==> src/wmcd_pkg.sv <==
// Shared types, constants and register codes for the windowed majority color detector.
`default_nettype none

package wmcd_pkg;

  // History ring
  localparam int HIST_DEPTH = 64;
  localparam int HIST_AW    = $clog2(HIST_DEPTH);
  localparam int HIST_FW    = $clog2(HIST_DEPTH + 1);

  // Queue between classifier and history engine
  localparam int QUEUE_DEPTH = 2;
  localparam int QUEUE_AW    = $clog2(QUEUE_DEPTH);
  localparam int QUEUE_CW    = $clog2(QUEUE_DEPTH + 1);

  // Class codes
  localparam logic [1:0] CLS_UNKNOWN = 2'd0;
  localparam logic [1:0] CLS_SAFE    = 2'd1;
  localparam logic [1:0] CLS_ATTACK  = 2'd2;

  // Configuration register indexes
  localparam int CFG_IDX_W  = 3;
  localparam int CFG_DATA_W = 16;
  localparam logic [CFG_IDX_W-1:0] CFG_WINDOW_MS       = 3'd0;
  localparam logic [CFG_IDX_W-1:0] CFG_RED_FLOOR       = 3'd1;
  localparam logic [CFG_IDX_W-1:0] CFG_GREEN_CEILING   = 3'd2;
  localparam logic [CFG_IDX_W-1:0] CFG_BLUE_CEILING    = 3'd3;
  localparam logic [CFG_IDX_W-1:0] CFG_RED_GREEN_RATIO = 3'd4;

  // Reset values of the registers
  localparam logic [15:0] RST_WINDOW_MS       = 16'd1000;
  localparam logic [11:0] RST_RED_FLOOR       = 12'd2560;
  localparam logic [11:0] RST_GREEN_CEILING   = 12'd2720;
  localparam logic [11:0] RST_BLUE_CEILING    = 12'd2080;
  localparam logic [9:0]  RST_RED_GREEN_RATIO = 10'd461;

  typedef struct packed {
    logic [11:0] average_red;
    logic [11:0] average_green;
    logic [11:0] average_blue;
    logic [31:0] timestamp_ms;
  } in_item_t;

  typedef struct packed {
    logic [1:0] filtered_class;
    logic [1:0] frame_class;
    logic       class_changed;
  } out_item_t;

  typedef struct packed {
    logic [CFG_IDX_W-1:0]  index;
    logic [CFG_DATA_W-1:0] value;
  } cfg_wr_t;

  typedef struct packed {
    logic [15:0] window_ms;
    logic [11:0] red_floor;
    logic [11:0] green_ceiling;
    logic [11:0] blue_ceiling;
    logic [9:0]  red_green_ratio;
  } cfg_t;

  // Classified frame; also the layout of one history entry
  typedef struct packed {
    logic [31:0] timestamp_ms;
    logic [1:0]  frame_class;
  } job_t;

endpackage

`default_nettype wire

==> src/wmcd_if.sv <==
// Valid/ready channel interfaces: input frames, results and register writes.
`default_nettype none

interface wmcd_in_if;
  import wmcd_pkg::*;
  logic     valid;
  logic     ready;
  in_item_t data;
  modport source (output valid, output data, input ready);
  modport sink   (input valid, input data, output ready);
endinterface

interface wmcd_out_if;
  import wmcd_pkg::*;
  logic      valid;
  logic      ready;
  out_item_t data;
  modport source (output valid, output data, input ready);
  modport sink   (input valid, input data, output ready);
endinterface

interface wmcd_cfg_if;
  import wmcd_pkg::*;
  logic    valid;
  logic    ready;
  cfg_wr_t data;
  modport source (output valid, output data, input ready);
  modport sink   (input valid, input data, output ready);
endinterface

`default_nettype wire

==> src/windowed_majority_color_detector.sv <==
// Top level of the windowed majority color detector: registers, front end, queue, back end.
//
//   channel  dir  payload                                          transaction
//   in_i     in   average_red/green/blue (u8.4), timestamp_ms      valid & ready
//   out_o    out  filtered_class, frame_class, class_changed       valid & ready
//   cfg_i    in   index (3b), value (16b)                          valid & ready, ready tied 1
//
// Flow: the front end registers a frame and classifies it from that register; the
// history engine then pops it, checks the oldest entry once per age eviction plus a
// final check through the single read port of the history ring, appends and reports.
// Reset clears pointers, fill and counts; the ring itself is never cleared, only held
// entries are read. A stalled result waits in the output register while the front end
// and the two-entry queue keep taking frames until the queue is full.
`default_nettype none

module windowed_majority_color_detector (
  input  logic       clk_i,
  input  logic       rst_ni,
  wmcd_in_if.sink    in_i,
  wmcd_out_if.source out_o,
  wmcd_cfg_if.sink   cfg_i
);
  import wmcd_pkg::*;

  cfg_t cfg_q, cfg_d;

  logic push_valid, push_ready;
  job_t push_job;
  logic pop_valid, pop_ready;
  job_t pop_job;

  // register writes are always taken; unknown indexes are dropped
  assign cfg_i.ready = 1'b1;

  always_comb begin
    cfg_d = cfg_q;
    if (cfg_i.valid) begin
      case (cfg_i.data.index)
        CFG_WINDOW_MS:       cfg_d.window_ms       = cfg_i.data.value;
        CFG_RED_FLOOR:       cfg_d.red_floor       = cfg_i.data.value[11:0];
        CFG_GREEN_CEILING:   cfg_d.green_ceiling   = cfg_i.data.value[11:0];
        CFG_BLUE_CEILING:    cfg_d.blue_ceiling    = cfg_i.data.value[11:0];
        CFG_RED_GREEN_RATIO: cfg_d.red_green_ratio = cfg_i.data.value[9:0];
        default: begin
        end
      endcase
    end
  end

  always_ff @(posedge clk_i or negedge rst_ni) begin
    if (!rst_ni) begin
      cfg_q.window_ms       <= RST_WINDOW_MS;
      cfg_q.red_floor       <= RST_RED_FLOOR;
      cfg_q.green_ceiling   <= RST_GREEN_CEILING;
      cfg_q.blue_ceiling    <= RST_BLUE_CEILING;
      cfg_q.red_green_ratio <= RST_RED_GREEN_RATIO;
    end else begin
      cfg_q <= cfg_d;
    end
  end

  wmcd_front u_front (
    .clk_i        (clk_i),
    .rst_ni       (rst_ni),
    .in_i         (in_i),
    .cfg_i        (cfg_q),
    .push_valid_o (push_valid),
    .push_job_o   (push_job),
    .push_ready_i (push_ready)
  );

  wmcd_queue u_queue (
    .clk_i        (clk_i),
    .rst_ni       (rst_ni),
    .push_valid_i (push_valid),
    .push_job_i   (push_job),
    .push_ready_o (push_ready),
    .pop_valid_o  (pop_valid),
    .pop_job_o    (pop_job),
    .pop_ready_i  (pop_ready)
  );

  wmcd_back u_back (
    .clk_i       (clk_i),
    .rst_ni      (rst_ni),
    .pop_valid_i (pop_valid),
    .pop_job_i   (pop_job),
    .pop_ready_o (pop_ready),
    .window_ms_i (cfg_q.window_ms),
    .out_o       (out_o)
  );

endmodule

`default_nettype wire

==> src/wmcd_front.sv <==
// Front end: input stage register and color threshold classifier.
`default_nettype none

module wmcd_front (
  input  logic             clk_i,
  input  logic             rst_ni,
  wmcd_in_if.sink          in_i,
  input  wmcd_pkg::cfg_t   cfg_i,
  output logic             push_valid_o,
  output wmcd_pkg::job_t   push_job_o,
  input  logic             push_ready_i
);
  import wmcd_pkg::*;

  logic     stage_valid_q, stage_valid_d;
  in_item_t stage_q;
  logic     load;
  logic [21:0] red_scaled;
  logic [21:0] green_scaled;
  logic        thresh_safe;
  logic        ratio_safe;

  assign in_i.ready = !stage_valid_q || push_ready_i;
  assign load       = in_i.valid && in_i.ready;

  always_comb begin
    stage_valid_d = stage_valid_q;
    if (load) begin
      stage_valid_d = 1'b1;
    end else if (push_ready_i) begin
      stage_valid_d = 1'b0;
    end
  end

  always_ff @(posedge clk_i or negedge rst_ni) begin
    if (!rst_ni) begin
      stage_valid_q <= 1'b0;
    end else begin
      stage_valid_q <= stage_valid_d;
    end
  end

  always_ff @(posedge clk_i) begin
    if (load) begin
      stage_q <= in_i.data;
    end
  end

  // red * 256 against green * ratio, exact
  assign red_scaled   = {2'b00, stage_q.average_red, 8'b0};
  assign green_scaled = 22'(stage_q.average_green * cfg_i.red_green_ratio);

  assign thresh_safe = (stage_q.average_red < cfg_i.red_floor)
                    || (stage_q.average_green > cfg_i.green_ceiling)
                    || (stage_q.average_blue > cfg_i.blue_ceiling);
  assign ratio_safe  = red_scaled < green_scaled;

  assign push_valid_o            = stage_valid_q;
  assign push_job_o.timestamp_ms = stage_q.timestamp_ms;
  assign push_job_o.frame_class  = (thresh_safe || ratio_safe) ? CLS_SAFE : CLS_ATTACK;

endmodule

`default_nettype wire

==> src/wmcd_queue.sv <==
// Short FIFO of classified frames between front end and history engine.
`default_nettype none

module wmcd_queue (
  input  logic           clk_i,
  input  logic           rst_ni,
  input  logic           push_valid_i,
  input  wmcd_pkg::job_t push_job_i,
  output logic           push_ready_o,
  output logic           pop_valid_o,
  output wmcd_pkg::job_t pop_job_o,
  input  logic           pop_ready_i
);
  import wmcd_pkg::*;

  job_t                entries_q [QUEUE_DEPTH];
  logic [QUEUE_AW-1:0] wr_ptr_q, wr_ptr_d;
  logic [QUEUE_AW-1:0] rd_ptr_q, rd_ptr_d;
  logic [QUEUE_CW-1:0] count_q, count_d;
  logic                push, pop;

  assign push_ready_o = count_q != QUEUE_CW'(QUEUE_DEPTH);
  assign pop_valid_o  = count_q != '0;
  assign pop_job_o    = entries_q[rd_ptr_q];
  assign push         = push_valid_i && push_ready_o;
  assign pop          = pop_valid_o && pop_ready_i;

  always_comb begin
    wr_ptr_d = wr_ptr_q;
    rd_ptr_d = rd_ptr_q;
    count_d  = count_q;
    if (push) begin
      wr_ptr_d = (wr_ptr_q == QUEUE_AW'(QUEUE_DEPTH - 1)) ? '0 : wr_ptr_q + 1'b1;
    end
    if (pop) begin
      rd_ptr_d = (rd_ptr_q == QUEUE_AW'(QUEUE_DEPTH - 1)) ? '0 : rd_ptr_q + 1'b1;
    end
    if (push && !pop) begin
      count_d = count_q + 1'b1;
    end else if (pop && !push) begin
      count_d = count_q - 1'b1;
    end
  end

  always_ff @(posedge clk_i or negedge rst_ni) begin
    if (!rst_ni) begin
      wr_ptr_q <= '0;
      rd_ptr_q <= '0;
      count_q  <= '0;
    end else begin
      wr_ptr_q <= wr_ptr_d;
      rd_ptr_q <= rd_ptr_d;
      count_q  <= count_d;
    end
  end

  always_ff @(posedge clk_i) begin
    if (push) begin
      entries_q[wr_ptr_q] <= push_job_i;
    end
  end

endmodule

`default_nettype wire

==> src/wmcd_back.sv <==
// Back end: history ring, age eviction, class counts, majority vote and result register.
`default_nettype none

module wmcd_back (
  input  logic           clk_i,
  input  logic           rst_ni,
  input  logic           pop_valid_i,
  input  wmcd_pkg::job_t pop_job_i,
  output logic           pop_ready_o,
  input  logic [15:0]    window_ms_i,
  wmcd_out_if.source     out_o
);
  import wmcd_pkg::*;

  localparam logic [1:0] ST_IDLE   = 2'd0;
  localparam logic [1:0] ST_CHECK  = 2'd1;
  localparam logic [1:0] ST_APPEND = 2'd2;
  localparam logic [1:0] ST_REPORT = 2'd3;
  localparam int TW = HIST_FW + 1;

  logic [1:0]         state_q, state_d;
  logic [HIST_AW-1:0] head_q, head_d;
  logic [HIST_FW-1:0] fill_q, fill_d;
  logic [HIST_FW-1:0] cnt_safe_q, cnt_safe_d;
  logic [HIST_FW-1:0] cnt_attack_q, cnt_attack_d;
  logic [1:0]         reported_q, reported_d;
  logic               out_valid_q, out_valid_d;
  out_item_t          out_q, out_d;
  job_t               job_q, job_d;
  job_t               rd_q;

  job_t               mem [HIST_DEPTH];
  logic               wr_en;
  logic [HIST_AW-1:0] tail;
  logic [TW-1:0]      tail_sum;
  logic [HIST_AW-1:0] head_inc;
  logic               full;
  logic               too_old;
  logic               drop;
  logic [1:0]         best;

  assign tail_sum = TW'(head_q) + TW'(fill_q);
  assign tail     = (tail_sum >= TW'(HIST_DEPTH)) ? HIST_AW'(tail_sum - TW'(HIST_DEPTH))
                                                  : HIST_AW'(tail_sum);
  assign head_inc = (head_q == HIST_AW'(HIST_DEPTH - 1)) ? '0 : head_q + 1'b1;
  assign full     = fill_q == HIST_FW'(HIST_DEPTH);

  // oldest entry's time plus window, without wrap, against the new time
  assign too_old = ({1'b0, rd_q.timestamp_ms} + {17'b0, window_ms_i})
                 < {1'b0, job_q.timestamp_ms};

  // ties go to the lower code
  always_comb begin
    if (cnt_attack_q > cnt_safe_q) begin
      best = CLS_ATTACK;
    end else if (cnt_safe_q != '0) begin
      best = CLS_SAFE;
    end else begin
      best = CLS_UNKNOWN;
    end
  end

  assign pop_ready_o = state_q == ST_IDLE;
  assign out_o.valid = out_valid_q;
  assign out_o.data  = out_q;

  always_comb begin
    state_d      = state_q;
    head_d       = head_q;
    fill_d       = fill_q;
    cnt_safe_d   = cnt_safe_q;
    cnt_attack_d = cnt_attack_q;
    reported_d   = reported_q;
    out_valid_d  = out_valid_q;
    out_d        = out_q;
    job_d        = job_q;
    wr_en        = 1'b0;
    drop         = 1'b0;

    if (out_valid_q && out_o.ready) begin
      out_valid_d = 1'b0;
    end

    case (state_q)
      ST_IDLE: begin
        if (pop_valid_i) begin
          job_d   = pop_job_i;
          state_d = ST_CHECK;
        end
      end
      ST_CHECK: begin
        if (fill_q != '0 && too_old) begin
          drop   = 1'b1;
          head_d = head_inc;
          fill_d = fill_q - 1'b1;
        end else begin
          state_d = ST_APPEND;
        end
      end
      ST_APPEND: begin
        wr_en = 1'b1;
        if (full) begin
          drop   = 1'b1;
          head_d = head_inc;
        end else begin
          fill_d = fill_q + 1'b1;
        end
        if (job_q.frame_class == CLS_SAFE) begin
          cnt_safe_d = cnt_safe_d + 1'b1;
        end else begin
          cnt_attack_d = cnt_attack_d + 1'b1;
        end
        state_d = ST_REPORT;
      end
      ST_REPORT: begin
        if (!out_valid_q || out_o.ready) begin
          out_d.filtered_class = best;
          out_d.frame_class    = job_q.frame_class;
          out_d.class_changed  = best != reported_q;
          out_valid_d          = 1'b1;
          reported_d           = best;
          state_d              = ST_IDLE;
        end
      end
      default: begin
        state_d = ST_IDLE;
      end
    endcase

    // decrement for the dropped oldest entry
    if (drop) begin
      if (rd_q.frame_class == CLS_SAFE) begin
        cnt_safe_d = cnt_safe_d - 1'b1;
      end else if (rd_q.frame_class == CLS_ATTACK) begin
        cnt_attack_d = cnt_attack_d - 1'b1;
      end
    end
  end

  always_ff @(posedge clk_i or negedge rst_ni) begin
    if (!rst_ni) begin
      state_q      <= ST_IDLE;
      head_q       <= '0;
      fill_q       <= '0;
      cnt_safe_q   <= '0;
      cnt_attack_q <= '0;
      reported_q   <= CLS_UNKNOWN;
      out_valid_q  <= 1'b0;
    end else begin
      state_q      <= state_d;
      head_q       <= head_d;
      fill_q       <= fill_d;
      cnt_safe_q   <= cnt_safe_d;
      cnt_attack_q <= cnt_attack_d;
      reported_q   <= reported_d;
      out_valid_q  <= out_valid_d;
    end
  end

  always_ff @(posedge clk_i) begin
    job_q <= job_d;
    out_q <= out_d;
  end

  // history ring; read port follows the next head so the oldest entry is ready each cycle
  always_ff @(posedge clk_i) begin
    if (wr_en) begin
      mem[tail] <= job_q;
    end
    rd_q <= mem[head_d];
  end

endmodule

`default_nettype wire
==> src/flat_wrapper.sv <==
// flat-port wrapper written by rule: the top's interface ports become plain ports
module windowed_majority_color_detector_flat import wmcd_pkg::*;
  (clk_i, rst_ni, in_i_valid, in_i_data, in_i_ready, out_o_valid, out_o_data, out_o_ready, cfg_i_valid, cfg_i_data, cfg_i_ready);
  wmcd_in_if in_i_i ();
  wmcd_out_if out_o_i ();
  wmcd_cfg_if cfg_i_i ();
  input  logic clk_i;
  input  logic rst_ni;
  input wire logic [$bits(in_i_i.valid)-1:0] in_i_valid;
  input wire logic [$bits(in_i_i.data)-1:0] in_i_data;
  output wire logic [$bits(in_i_i.ready)-1:0] in_i_ready;
  output wire logic [$bits(out_o_i.valid)-1:0] out_o_valid;
  output wire logic [$bits(out_o_i.data)-1:0] out_o_data;
  input wire logic [$bits(out_o_i.ready)-1:0] out_o_ready;
  input wire logic [$bits(cfg_i_i.valid)-1:0] cfg_i_valid;
  input wire logic [$bits(cfg_i_i.data)-1:0] cfg_i_data;
  output wire logic [$bits(cfg_i_i.ready)-1:0] cfg_i_ready;
  assign in_i_i.valid = in_i_valid;
  assign in_i_i.data = in_i_data;
  assign in_i_ready = in_i_i.ready;
  assign out_o_valid = out_o_i.valid;
  assign out_o_data = out_o_i.data;
  assign out_o_i.ready = out_o_ready;
  assign cfg_i_i.valid = cfg_i_valid;
  assign cfg_i_i.data = cfg_i_data;
  assign cfg_i_ready = cfg_i_i.ready;
  windowed_majority_color_detector u_core (.clk_i(clk_i), .rst_ni(rst_ni), .in_i(in_i_i), .out_o(out_o_i), .cfg_i(cfg_i_i));
endmodule
==> config.mk <==
export PLATFORM = sky130hd
export DESIGN_NAME = windowed_majority_color_detector_flat
export DESIGN_NICKNAME = d
export VERILOG_FILES = /design/src/wmcd_pkg.sv /design/src/wmcd_if.sv /design/src/windowed_majority_color_detector.sv /design/src/wmcd_front.sv /design/src/wmcd_queue.sv /design/src/wmcd_back.sv /design/src/flat_wrapper.sv
export SDC_FILE = /design/constraint.sdc
export NUM_CORES = 2
export LEC_CHECK = 0
export BUFFER_PORTS_ARGS = -buffer_cell sky130_fd_sc_hd__buf_2
export CAP_MARGIN = 20
export CORE_MARGIN = 3
export CORE_UTILIZATION = 30
export DETAILED_ROUTE_END_ITERATION = 10
export GPL_TIMING_DRIVEN = 0
export PLACE_DENSITY = 0.53
export SLEW_MARGIN = 20
export SYNTH_ARGS = -nofsm -noshare
export SYNTH_HDL_FRONTEND = slang
export SYNTH_SLANG_ARGS = --single-unit
==> constraint.sdc <==
create_clock -name clk_i -period 9.3 [get_ports clk_i]
set_input_delay 1.395 -clock clk_i [delete_from_list [all_inputs] [get_ports clk_i]]
set_output_delay 1.395 -clock clk_i [all_outputs]
set_load 0.01 [all_outputs]
==> impl_metrics.json <==
{
  "status": "finished, final reports clean",
  "r2r-start": "u_core.cfg_q[47]$_DFFE_PN0P_",
  "placed_cells_incl_taps": 12954,
  "rrSetupSlack_ns": 0.15,
  "io_buffer_count": 98,
  "die-width_um": 594.8,
  "place_area_sq_mm": 0.1161,
  "r2r_end": "u_core.u_back.rd_q[16]$_DFF_P_",
  "track_usage": 0.2076,
  "drv_cap": 0,
  "crit_required_ns": 9.89,
  "seqPwrFrac": 0.303,
  "path_class": "reg -> reg",
  "initial_utilization": 0.3023,
  "worst_slew_pin_slew_ns": 1.241,
  "yosys_warnings": 0,
  "syn_nets": 8385,
  "power_leakage_nw": 44.24,
  "synth_top_flop_cell": "edfxtp_1",
  "ys_types": 82,
  "use_met1": 0.2683,
  "cts-root-buf": "clkbuf_16",
  "hold_class": "in -> async",
  "clock-sinks": 2484,
  "rows": 215,
  "setup_viol_count_final": 0,
  "syn_to_final_growth_pct": 20.04,
  "grt_first_pass_wirelength_um": 526200,
  "stdcell_area_sq_mm": 0.1249,
  "comb_power_share": 0.481,
  "antenna_found_initial": 41,
  "dp_hpwl_um": 277600,
  "critPathSlowestCell": "a211oi_1",
  "io_pins": 100,
  "cp-end-kind": "flip-flop",
  "most-common-layout-cells": "2351 x edfxtp_1, 2163 x nand2_1, 933 x nand3_1",
  "drtAntennaViolNets": 0,
  "dp_slack_ns": -0.1994,
  "final_cells": 13460,
  "postCtsHoldBufs": 0,
  "busiest_layer": "met2",
  "arrival_ns": 9.74,
  "first_pass_iters": 7,
  "cts_max_level": 5,
  "fp.dieH_um": 594.8,
  "synth.avg_cell_area_sq_um": 12.95,
  "clk_pin_slew_ns": 0.06,
  "start_kind": "flip-flop",
  "hold_viol": 0,
  "period_needed_ns": 9.150,
  "peakVddDrop_mv": 0.2887,
  "tns_ns": 0,
  "ys_seq_area_frac": 0.7093,
  "rsz0062_at_grt": "no",
  "globalRouteOverflowTotal": 0,
  "met3_usage": 0.05347,
  "power_switching_mw": 21.35,
  "critPathMaxStageDelay_ns": 0.87,
  "post-route-period-util": 0.9839,
  "async_flop_share": 0.03986,
  "power.density_mw_per_mm2": 389.6,
  "final.setup.worst_slack_ns": 0.1498,
  "via_per_inst": 5.348,
  "grt_max_degree": 75,
  "relSlewSlack": 0.1729,
  "synth_edf_count": 2351,
  "dr.first_iter.drc_count": 9599,
  "grt_pass1_vias": 68765,
  "cts_buffer_depth": 4,
  "place_congestion": 0.9375,
  "cpMostUsedCell": "a21oi_1",
  "synth_area_sq_mm": 0.1040,
  "p_sw_frac": 0.4388,
  "skew_ns": 0.07487,
  "wl_per_cell_um": 28.21,
  "maxSlewViolCount": 0,
  "rr_worst_depth": 31,
  "syn_inst": 8032,
  "drive_gt1_frac": 0.1315,
  "vias": 71981,
  "die_area_sq_mm": 0.3538,
  "totalWireLength_um": 379700,
  "final_common_cell": "edfxtp_1",
  "cts_tree": "done",
  "power.internal_mw": 27.30,
  "drc": 0,
  "path_max_fanout": 11,
  "max_freq_mhz": 109.3,
  "ys_ff_latch": 2484,
  "nNetsFinal": 9030,
  "pwr-share-clk": 0.216,
  "worstSkewPairLatency_ns": 0.87,
  "grtUsageMet2": 0.3219,
  "cts_inserted_buffers": 273,
  "core_sq_mm": 0.3441
}
==> stage by stage <==
stage / hold WS (ns) / utilization / total power, mW
3_5_place_dp: 0.4317 / 0.3374 / 37.87
2_1_floorplan: 0.4215 / - / 27.74
6_report: 0.4395 / 0.3629 / 48.65
3_3_place_gp: 0.4236 / 0.3203 / 36.65
5_1_grt: 0.4353 / 0.3627 / 50.91
4_1_cts: 0.4027 / 0.3622 / 48.37
==> registers in the layout, summed over array words and instances (netlist names) <==
| name | cells |
|---|---|
| u_core.u_front.push_valid_o | 1 |
| u_core.u_front.push_job_o | 32 |
| u_core.u_back.state_q | 2 |
| u_core.u_queue.rd_ptr_q | 1 |
| u_core.u_queue.count_q | 2 |
| u_core.u_back.rd_q | 34 |
| u_core.u_queue.entries_q | 68 |
| u_core.u_back.cnt_safe_q | 7 |
| u_core.u_back.cnt_attack_q | 7 |
| u_core.u_front.red_scaled | 12 |
| u_core.u_back.head_q | 6 |
| u_core.u_back.fill_q | 7 |
| u_core.cfg_q | 62 |
| u_core.u_back.out_o.data | 5 |
| u_core.u_back.job_q | 34 |
| u_core.u_queue.wr_ptr_q | 1 |
| u_core.u_back.reported_q | 2 |
| u_core.u_back.mem | 2176 |
| u_core.u_front.stage_q | 24 |
| u_core.u_back.out_o.valid | 1 |
==> critical path, delay by kind of cell (launching register included) <==
kind / cells / cell delay (ns)
fa+ha+maj: 2 / 0.58
buf+inv: 4 / 1.12
xor+xnor: 1 / 0.15
compound gates: 16 / 4.46
flops: 1 / 0.38
simple gates: 8 / 2.13
==> worst max path at each step <==
| stage | cells after the start | endpoint | start |
|---|---|---|---|
| detailed placement | 31 | u_core.u_back.rd_q[2]$_DFF_P_ | u_core.cfg_q[47]$_DFFE_PN0P_ |
| global route | 32 | u_core.u_back.rd_q[30]$_DFF_P_ | u_core.cfg_q[47]$_DFFE_PN0P_ |
| finish | 31 | u_core.u_back.rd_q[16]$_DFF_P_ | u_core.cfg_q[47]$_DFFE_PN0P_ |
| global placement | 27 | u_core.u_back.rd_q[20]$_DFF_P_ | u_core.cfg_q[47]$_DFFE_PN0P_ |
| floorplan | 27 | u_core.u_queue.entries_q[0][0]$_DFFE_PP_ | u_core.cfg_q[2]$_DFFE_PN1P_ |
| CTS | 30 | u_core.u_back.rd_q[16]$_DFF_P_ | u_core.cfg_q[47]$_DFFE_PN0P_ |
==> power by group through the flow <==
stage	Sequential, mW	Clock, mW	Combinational [mW]
final	14.8	10.5	23.4
after global routing	14.8	11.0	25.1
after CTS	14.8	10.6	23.0
after detailed placement	15.0	0	22.9
after global placement	16.6	0	20.0
after floorplan	15.4	0	12.4
==> cell type report <==
class / instances / area, sq um
multi-input combinational: 4883 / 28010
fill: 32728 / 219200
sequential: 2484 / 73780
inverter: 194 / 728.2
buffer: 471 / 2230
antenna: 22 / 55.05
clock buffer: 368 / 7420
timing repair buffer: 370 / 5887
tap: 4557 / 5702
clock inverter: 111 / 1045
==> metal layers <==
layer | share of wire | wire (um)
met1 | 0.39 | 146600
met4 | 0.057 | 21680
met3 | 0.11 | 41180
met2 | 0.45 | 170100
met5 | 0.00045 | 169
==> repair_timing <==
item / 4_1_cts / 5_1_grt
setup buffers: 0 / 2
gates resized for setup: 9 / 55
pin swaps: 0 / 1
endpoints found under the setup margin: 11 / 24
gates cloned: 0 / 0
==> cells by family after synthesis <==
logic type / Yosys count / synth area share
AO/OA/AOI/OAI: 791 / 0.05508
multiplexers: 98 / 0.01033
flip-flops: 2484 / 0.7093
XOR/XNOR: 90 / 0.007578
buffers and inverters: 665 / 0.02787
adder cells (fa/ha/maj): 261 / 0.03724
AND/OR/NAND/NOR: 3642 / 0.1525
other: 1 / 0.00003605
==> Yosys cell counts, types with 27 or more instances <==
cell      count  share of area
inv_1       190         0.0069
fa_1         81          0.016
xor2_1       31         0.0026
edfxtp_1   2351           0.68
a21oi_1      83         0.0040
mux2_2       75         0.0081
buf_1        49         0.0018
a21o_1       28         0.0020
buf_2       157         0.0076
xnor2_1      59         0.0050
ha_1        180          0.022
a211oi_1     76         0.0055
nor2_1      151         0.0054
a32oi_1      82         0.0069
o22ai_1      32         0.0019
o21ai_0      75         0.0036
a31oi_1     202          0.012
a311oi_1     71         0.0060
clkbuf_1    224         0.0081
dfrtp_1      79          0.019
nand2_1    2164          0.078
nand3_1     933          0.045
and2_1       68         0.0041
dfxtp_1      34         0.0065
buf_4        27         0.0019
and3_1      202          0.012
Power figures use the tool's default switching activity.
